## src/hw/rtl/lru_pkg.sv

```systemverilog
// shared widths, constants and the result beat type for the lru page replacement block
package lru_pkg;

  localparam int MAX_FRAMES = 8;
  localparam int OCC_W      = $clog2(MAX_FRAMES + 1);
  localparam int PAGE_W     = 8;
  localparam int CFG_W      = 4;
  localparam int CNT_W      = 32;

  localparam logic [CFG_W-1:0] FRAMES_RESET = CFG_W'(4);

  typedef struct packed {
    logic              hit;
    logic              evicted_valid;
    logic [PAGE_W-1:0] evicted_page;
    logic [CNT_W-1:0]  hit_total;
    logic [CNT_W-1:0]  fault_total;
  } lru_result_t;

endpackage

```

## src/hw/rtl/lru_core.sv

```systemverilog
// resident page list, occupancy and counters with the combinational lookup and registered update
module lru_core import lru_pkg::*; (
  input  logic              clk,
  input  logic              rst_n,
  input  logic              step,
  input  logic [PAGE_W-1:0] page,
  input  logic [CFG_W-1:0]  frames_in_use,
  output lru_result_t       res
);

  logic [PAGE_W-1:0] frames_r   [MAX_FRAMES];
  logic [PAGE_W-1:0] frames_nxt [MAX_FRAMES];
  logic [PAGE_W-1:0] frames_up  [MAX_FRAMES];
  logic [OCC_W-1:0]  occ_r, occ_nxt;
  logic [CNT_W-1:0]  hit_cnt_r, hit_cnt_nxt;
  logic [CNT_W-1:0]  fault_cnt_r, fault_cnt_nxt;

  logic [OCC_W-1:0]      lim;
  logic [MAX_FRAMES-1:0] match;
  logic                  found;
  logic [OCC_W-1:0]      pos;
  logic                  evict;
  logic                  shift;
  logic [OCC_W-1:0]      rm_pos;
  logic [OCC_W-1:0]      wr_pos;

  // limit clamped to 1..MAX_FRAMES
  always_comb begin
    if (int'(frames_in_use) > MAX_FRAMES) begin
      lim = OCC_W'(MAX_FRAMES);
    end else if (frames_in_use == '0) begin
      lim = OCC_W'(1);
    end else begin
      lim = OCC_W'(frames_in_use);
    end
  end

  always_comb begin
    for (int k = 0; k < MAX_FRAMES; k++) begin
      match[k] = (OCC_W'(k) < occ_r) && (frames_r[k] == page);
    end
  end

  // lowest matching slot wins
  always_comb begin
    pos = '0;
    for (int k = MAX_FRAMES - 1; k >= 0; k--) begin
      if (match[k]) begin
        pos = OCC_W'(k);
      end
    end
  end

  assign found  = |match;
  assign evict  = !found && (occ_r >= lim);
  assign shift  = found || evict;
  assign rm_pos = found ? pos : '0;
  assign wr_pos = shift ? occ_r - OCC_W'(1) : occ_r;

  always_comb begin
    for (int k = 0; k < MAX_FRAMES - 1; k++) begin
      frames_up[k] = frames_r[k+1];
    end
    frames_up[MAX_FRAMES-1] = frames_r[MAX_FRAMES-1];
  end

  // close the gap above the removed slot, new page lands at the most recent slot
  always_comb begin
    for (int k = 0; k < MAX_FRAMES; k++) begin
      if (OCC_W'(k) == wr_pos) begin
        frames_nxt[k] = page;
      end else if (shift && (OCC_W'(k) >= rm_pos)) begin
        frames_nxt[k] = frames_up[k];
      end else begin
        frames_nxt[k] = frames_r[k];
      end
    end
  end

  always_comb begin
    occ_nxt       = shift ? occ_r : occ_r + OCC_W'(1);
    hit_cnt_nxt   = hit_cnt_r;
    fault_cnt_nxt = fault_cnt_r;
    if (found) begin
      if (hit_cnt_r != '1) begin
        hit_cnt_nxt = hit_cnt_r + CNT_W'(1);
      end
    end else begin
      if (fault_cnt_r != '1) begin
        fault_cnt_nxt = fault_cnt_r + CNT_W'(1);
      end
    end
  end

  always_comb begin
    res.hit           = found;
    res.evicted_valid = evict;
    res.evicted_page  = evict ? frames_r[0] : '0;
    res.hit_total     = hit_cnt_nxt;
    res.fault_total   = fault_cnt_nxt;
  end

  always_ff @(posedge clk) begin
    if (!rst_n) begin
      occ_r       <= '0;
      hit_cnt_r   <= '0;
      fault_cnt_r <= '0;
    end else if (step) begin
      occ_r       <= occ_nxt;
      hit_cnt_r   <= hit_cnt_nxt;
      fault_cnt_r <= fault_cnt_nxt;
    end
  end

  always_ff @(posedge clk) begin
    if (step) begin
      for (int k = 0; k < MAX_FRAMES; k++) begin
        frames_r[k] <= frames_nxt[k];
      end
    end
  end

  a_occ_bound: assert property (@(posedge clk) disable iff (!rst_n)
    int'(occ_r) <= MAX_FRAMES)
    else $error("occupancy beyond frame count");

  a_fill_grows: assert property (@(posedge clk) disable iff (!rst_n)
    step && !shift |=> occ_r == $past(occ_r) + OCC_W'(1))
    else $error("fill without occupancy increase");

  a_shift_keeps: assert property (@(posedge clk) disable iff (!rst_n)
    step && shift |=> occ_r == $past(occ_r))
    else $error("hit or eviction changed occupancy");

  a_hit_count: assert property (@(posedge clk) disable iff (!rst_n)
    step && found |=> (hit_cnt_r == $past(hit_cnt_r) + CNT_W'(1)) || (hit_cnt_r == '1))
    else $error("hit counter did not advance");

endmodule

```

## src/hw/rtl/lru_out_reg.sv

```systemverilog
// result register for the out channel
module lru_out_reg import lru_pkg::*; (
  input  logic              clk,
  input  logic              rst_n,
  input  logic              load,
  input  lru_result_t       res,
  output logic              room,
  output logic              out_valid,
  input  logic              out_stall,
  output logic              out_hit,
  output logic              out_evicted_valid,
  output logic [PAGE_W-1:0] out_evicted_page,
  output logic [CNT_W-1:0]  out_hit_total,
  output logic [CNT_W-1:0]  out_fault_total
);

  logic        valid_r, valid_nxt;
  lru_result_t res_r;

  assign room = !valid_r || !out_stall;

  always_comb begin
    if (load) begin
      valid_nxt = 1'b1;
    end else if (out_stall) begin
      valid_nxt = valid_r;
    end else begin
      valid_nxt = 1'b0;
    end
  end

  always_ff @(posedge clk) begin
    if (!rst_n) begin
      valid_r <= 1'b0;
    end else begin
      valid_r <= valid_nxt;
    end
  end

  always_ff @(posedge clk) begin
    if (load) begin
      res_r <= res;
    end
  end

  assign out_valid         = valid_r;
  assign out_hit           = res_r.hit;
  assign out_evicted_valid = res_r.evicted_valid;
  assign out_evicted_page  = res_r.evicted_page;
  assign out_hit_total     = res_r.hit_total;
  assign out_fault_total   = res_r.fault_total;

  a_no_overwrite: assert property (@(posedge clk) disable iff (!rst_n)
    valid_r && out_stall |-> !load)
    else $error("stalled result overwritten");

  a_load_valid: assert property (@(posedge clk) disable iff (!rst_n)
    load |=> valid_r)
    else $error("loaded result not presented");

  a_hit_no_evict: assert property (@(posedge clk) disable iff (!rst_n)
    valid_r |-> !(res_r.hit && res_r.evicted_valid))
    else $error("hit and eviction in one beat");

endmodule

```

## src/hw/rtl/lru_page_replacement.sv

```systemverilog
// throughput: one page beat per cycle unless out_stall holds a result; the frame list and
//   counters update in the cycle between the input register and the result register, so
//   back-to-back hits chain; a beat's result is shown on out_valid from the result register
// reset: synchronous active-low rst_n empties the frame list, clears both counters and
//   sets frames_in_use to 4; cfg_ready is always high
// top level of the lru page replacement block: input register, frame list, result register
module lru_page_replacement import lru_pkg::*; (
  input  logic              clk,
  input  logic              rst_n,
  input  logic              in_valid,
  output logic              in_stall,
  input  logic [PAGE_W-1:0] in_page,
  input  logic              cfg_valid,
  output logic              cfg_ready,
  input  logic [CFG_W-1:0]  cfg_frames_in_use,
  output logic              out_valid,
  input  logic              out_stall,
  output logic              out_hit,
  output logic              out_evicted_valid,
  output logic [PAGE_W-1:0] out_evicted_page,
  output logic [CNT_W-1:0]  out_hit_total,
  output logic [CNT_W-1:0]  out_fault_total
);

  logic              in_valid_r, in_valid_nxt;
  logic [PAGE_W-1:0] in_page_r;
  logic [CFG_W-1:0]  frames_r;
  logic              room;
  logic              step;
  logic              in_take;
  lru_result_t       res;

  assign step     = in_valid_r && room;
  assign in_stall = in_valid_r && !room;
  assign in_take  = in_valid && !in_stall;
  assign cfg_ready = 1'b1;

  always_comb begin
    if (in_take) begin
      in_valid_nxt = 1'b1;
    end else if (step) begin
      in_valid_nxt = 1'b0;
    end else begin
      in_valid_nxt = in_valid_r;
    end
  end

  always_ff @(posedge clk) begin
    if (!rst_n) begin
      in_valid_r <= 1'b0;
      frames_r   <= FRAMES_RESET;
    end else begin
      in_valid_r <= in_valid_nxt;
      if (cfg_valid && cfg_ready) begin
        frames_r <= cfg_frames_in_use;
      end
    end
  end

  always_ff @(posedge clk) begin
    if (in_take) begin
      in_page_r <= in_page;
    end
  end

  lru_core u_core (
    .clk           (clk),
    .rst_n         (rst_n),
    .step          (step),
    .page          (in_page_r),
    .frames_in_use (frames_r),
    .res           (res)
  );

  lru_out_reg u_out (
    .clk               (clk),
    .rst_n             (rst_n),
    .load              (step),
    .res               (res),
    .room              (room),
    .out_valid         (out_valid),
    .out_stall         (out_stall),
    .out_hit           (out_hit),
    .out_evicted_valid (out_evicted_valid),
    .out_evicted_page  (out_evicted_page),
    .out_hit_total     (out_hit_total),
    .out_fault_total   (out_fault_total)
  );

  a_stall_held: assert property (@(posedge clk) disable iff (!rst_n)
    in_stall |-> in_valid_r && out_valid && out_stall)
    else $error("input stalled without a blocked result");

  a_take_fills: assert property (@(posedge clk) disable iff (!rst_n)
    in_take |=> in_valid_r)
    else $error("accepted page beat lost");

  a_step_drains: assert property (@(posedge clk) disable iff (!rst_n)
    step && !in_take |=> !in_valid_r)
    else $error("processed page beat repeated");

endmodule
```

## config.mk

```make
export PLATFORM = sky130hd
export DESIGN_NAME = lru_page_replacement
export DESIGN_NICKNAME = d
export VERILOG_FILES = /design/src/hw/rtl/lru_pkg.sv /design/src/hw/rtl/lru_core.sv /design/src/hw/rtl/lru_out_reg.sv /design/src/hw/rtl/lru_page_replacement.sv
export SDC_FILE = /design/constraint.sdc
export NUM_CORES = 1
export LEC_CHECK = 0
export BUFFER_PORTS_ARGS = -buffer_cell sky130_fd_sc_hd__buf_2
export CAP_MARGIN = 20
export CORE_UTILIZATION = 30
export CTS_CLUSTER_SIZE = 25
export DETAILED_ROUTE_END_ITERATION = 16
export PLACE_DENSITY = 0.56
export SETUP_SLACK_MARGIN = 0.02
export SLEW_MARGIN = 15
export SYNTH_ARGS = -nofsm -noshare
export SYNTH_HDL_FRONTEND = slang
export SYNTH_SLANG_ARGS = --single-unit
export TNS_END_PERCENT = 5
```

## constraint.sdc

```tcl
create_clock -name clk -period 4.3 [get_ports clk]
set_clock_uncertainty 0.1 [all_clocks]
set_input_delay 0.43 -clock clk [delete_from_list [all_inputs] [get_ports clk]]
set_output_delay 0.43 -clock clk [all_outputs]
set_load 0.01 [all_outputs]
```

==> results_dict.tcl <==
set metrics [dict create \
    worstSetupEndpointType "flip-flop" \
    io_buffers 92 \
    crit_required_ps 4350 \
    clockBufferDepth 3 \
    final_area_sq_um 13200 \
    grt.overflow.total 0 \
    nNetsFinal 1113 \
    post-route-min-period_ps 3940 \
    fin_tns_setup_ps 0 \
    netlist_area_sq_um 11400 \
    clk_latency_ps 520 \
    antennaDiodeCount 0 \
    antenna_found_initial 0 \
    ios 94 \
    startpoint_type "flip-flop" \
    core_area_sq_um 37000 \
    cts_resized 0 \
    first_global_vias 7363 \
    initial_core_util_pct 30.8 \
    drt_iter0_markers 301 \
    dr.pass1.iters 5 \
    cts_tree "yes" \
    relSlewSlack_pct 44.7 \
    routabilityCongestion 0.837 \
    wl_per_cell_um 15.4 \
    drive_above_1_share_pct 20.1 \
    yosysSeqAreaShare_pct 51.5 \
    syn_inst 998 \
    fp-row-count 70 \
    vias 7302 \
    grt_pass1_wl_mm 40.0 \
    fin_crit_sh_pct 91.7 \
    mostFrequentLayoutCells "edfxtp_1, buf_2, xor2_1" \
    rsz0062_at_grt "false" \
    die_area_sq_um 38700 \
    hpwl_mm 17.3 \
    synth_enable_flop_cells 146 \
    worstHoldPathType "input port to flip-flop" \
    synthArstFlopShare_pct 0 \
    hold_violations 0 \
    yosysUniqueCellTypes 66 \
    synth-seq-cells 220 \
    die_x_um 197 \
    chipHeight_um 197 \
    worst_slew_pin_slew_ps 830 \
    hold_ws_ps 15.5 \
    postPlaceCellArea_sq_um 12300 \
    grtUsageTotal_pct 12.8 \
    maxCapViolCount 0 \
    root_buffer "clkbuf_16" \
    final_common_cell "edfxtp_1" \
    status "finished, final reports clean" \
    timing.fmax_ghz 0.254 \
    grt_max_degree 62 \
    viasPerCell 4.54 \
    ant_nets 0 \
    drc_errors 0 \
    routed_wl_mm 24.8 \
    cts_made_buffers 24 \
    ys.flop_type "edfxtp_1" \
    fillers 3724 \
    slew_viol_final 0 \
    worstSetupPathType "flip-flop to flip-flop" \
    critPathArrivalTime_ps 3990 \
    area_growth_pct 16.1 \
    avgSynthCellArea_sq_um 11.4 \
    crit_fanout 10 \
    clock_sinks 220 \
    power.density_nw_per_um2 371 \
    synth_fp_nets 1024 \
    peakVddDrop_uv 265 \
    clk_pin_slew_ps 60 \
    yosys_warnings 0 \
    htreeDepth 1 \
    cellLeakagePower_nw 4.91 \
    setup_viol 0 \
]
==> routing by layer <==
metal	wire, um	up-vias	GRT usage [%]
li1	-	3673	-
met5	0	-	0
met1	12100	3483	17.6
met2	11300	114	20.9
met3	915	32	1.92
met4	464	0	3.19
==> metrics by stage <==
| stage | total power, W | setup slack [ps] | util (%) | std cells |
|---|---|---|---|---|
| finish | 0.00490 | 357 | 35.8 | 1609 |
| global route | 0.00510 | 54.1 | 35.8 | 1609 |
| CTS | 0.00499 | 332 | 35.8 | 1609 |
| detailed placement | 0.00279 | 359 | 33.3 | 1558 |
| global placement | 0.00279 | 521 | 33.3 | 1558 |
| floorplan | 0.00267 | 410 | - | 998 |
==> kinds of logic after synthesis <==
kind of cell	after synthesis	share of synthesized area [%]
and+or+nand+nor	382	18.6
buffers and inverters	74	3.54
DFF	220	51.5
AOI/OAI and AO/OA	63	4.45
other	1	0.0329
xor gates and xnor gates	183	14.2
adders and majority gates	9	0.989
muxes	66	6.70
==> final timing paths <==
check / start / depth (start not counted) / slack, ps / end
min reg2reg: u_core.hit_cnt_r[1]$_SDFFE_PN0P_ / 2 / 410 / u_core.hit_cnt_r[1]$_SDFFE_PN0P_
max: u_core.occ_r[1]$_SDFFE_PN0P_ / 10 / 360 / u_core.frames_r[1][15]$_DFFE_PP_
min: in_page[2] / 1 / 20 / in_page_r[2]$_DFFE_PP_
max reg2reg: u_core.occ_r[1]$_SDFFE_PN0P_ / 10 / 360 / u_core.frames_r[1][15]$_DFFE_PP_
==> timing repair <==
action                    CTS  global route
hold endpoints to repair    7             0
hold buffers                7             0
buffers inserted            0             0
==> worst max-delay path: stages, from the launching register on <==
cell       delay [ps]
dfxtp_1           520
inv_1             170
ha_1              300
nor2_1            180
o2111ai_1         150
nor4_2            420
and4b_1           380
nand3_2           240
o2bb2ai_1         220
nand2b_1          200
a21oi_1           690
==> cells in the mapped netlist, drive strengths merged (3+ instances only) <==
cell      n  area share (%)
and2     75             4.1
nand2b    9            0.49
nor2     50             1.6
o21ai    13            0.87
mux2     58             6.0
edfxtp  146              39
a21boi   11            0.82
dfxtp    74              13
o211ai    5            0.45
nand2    64             2.1
nor4     11            0.85
ha        9            0.99
a21oi    15            0.69
nand3    39             1.8
nor2b    12            0.66
inv      18            0.59
or4       3            0.26
and3     19             1.0
nand4    32             2.0
xor2     91             7.0
mux2i     8            0.70
or3      10            0.55
clkbuf   22            0.73
nor3     48             2.2
xnor2    92             7.2
a31oi     5            0.46
buf      34             2.2
==> cell type report <==
cell class              instances  area (sq um)  area share [%]
clock buffers                  29           682            5.16
multi-input cells             704          5120            38.7
well taps                     504           631            4.77
inverters                      18          70.1           0.530
repair buffers                119           693            5.24
clock inverters                15           159            1.20
flip-flops and latches        220          5870            44.4
==> power breakdown <==
group | switching (W) | internal (W)
Combinational | 0.000206 | 0.000150
Sequential | 0.0000536 | 0.00233
Clock | 0.000852 | 0.00131
==> registers in the layout (all words and copies together) (netlist names) <==
name,count
u_core.frames_r,64
u_core.fault_cnt_r,32
u_core.hit_cnt_r,32
u_out.out_fault_total,32
u_out.out_hit_total,32
in_page_r,8
u_out.out_evicted_page,8
frames_r,4
u_core.occ_r,4
in_valid_r,1
u_out.out_evicted_valid,1
u_out.out_hit,1
u_out.out_valid,1
Power figures use the tool's default switching activity.
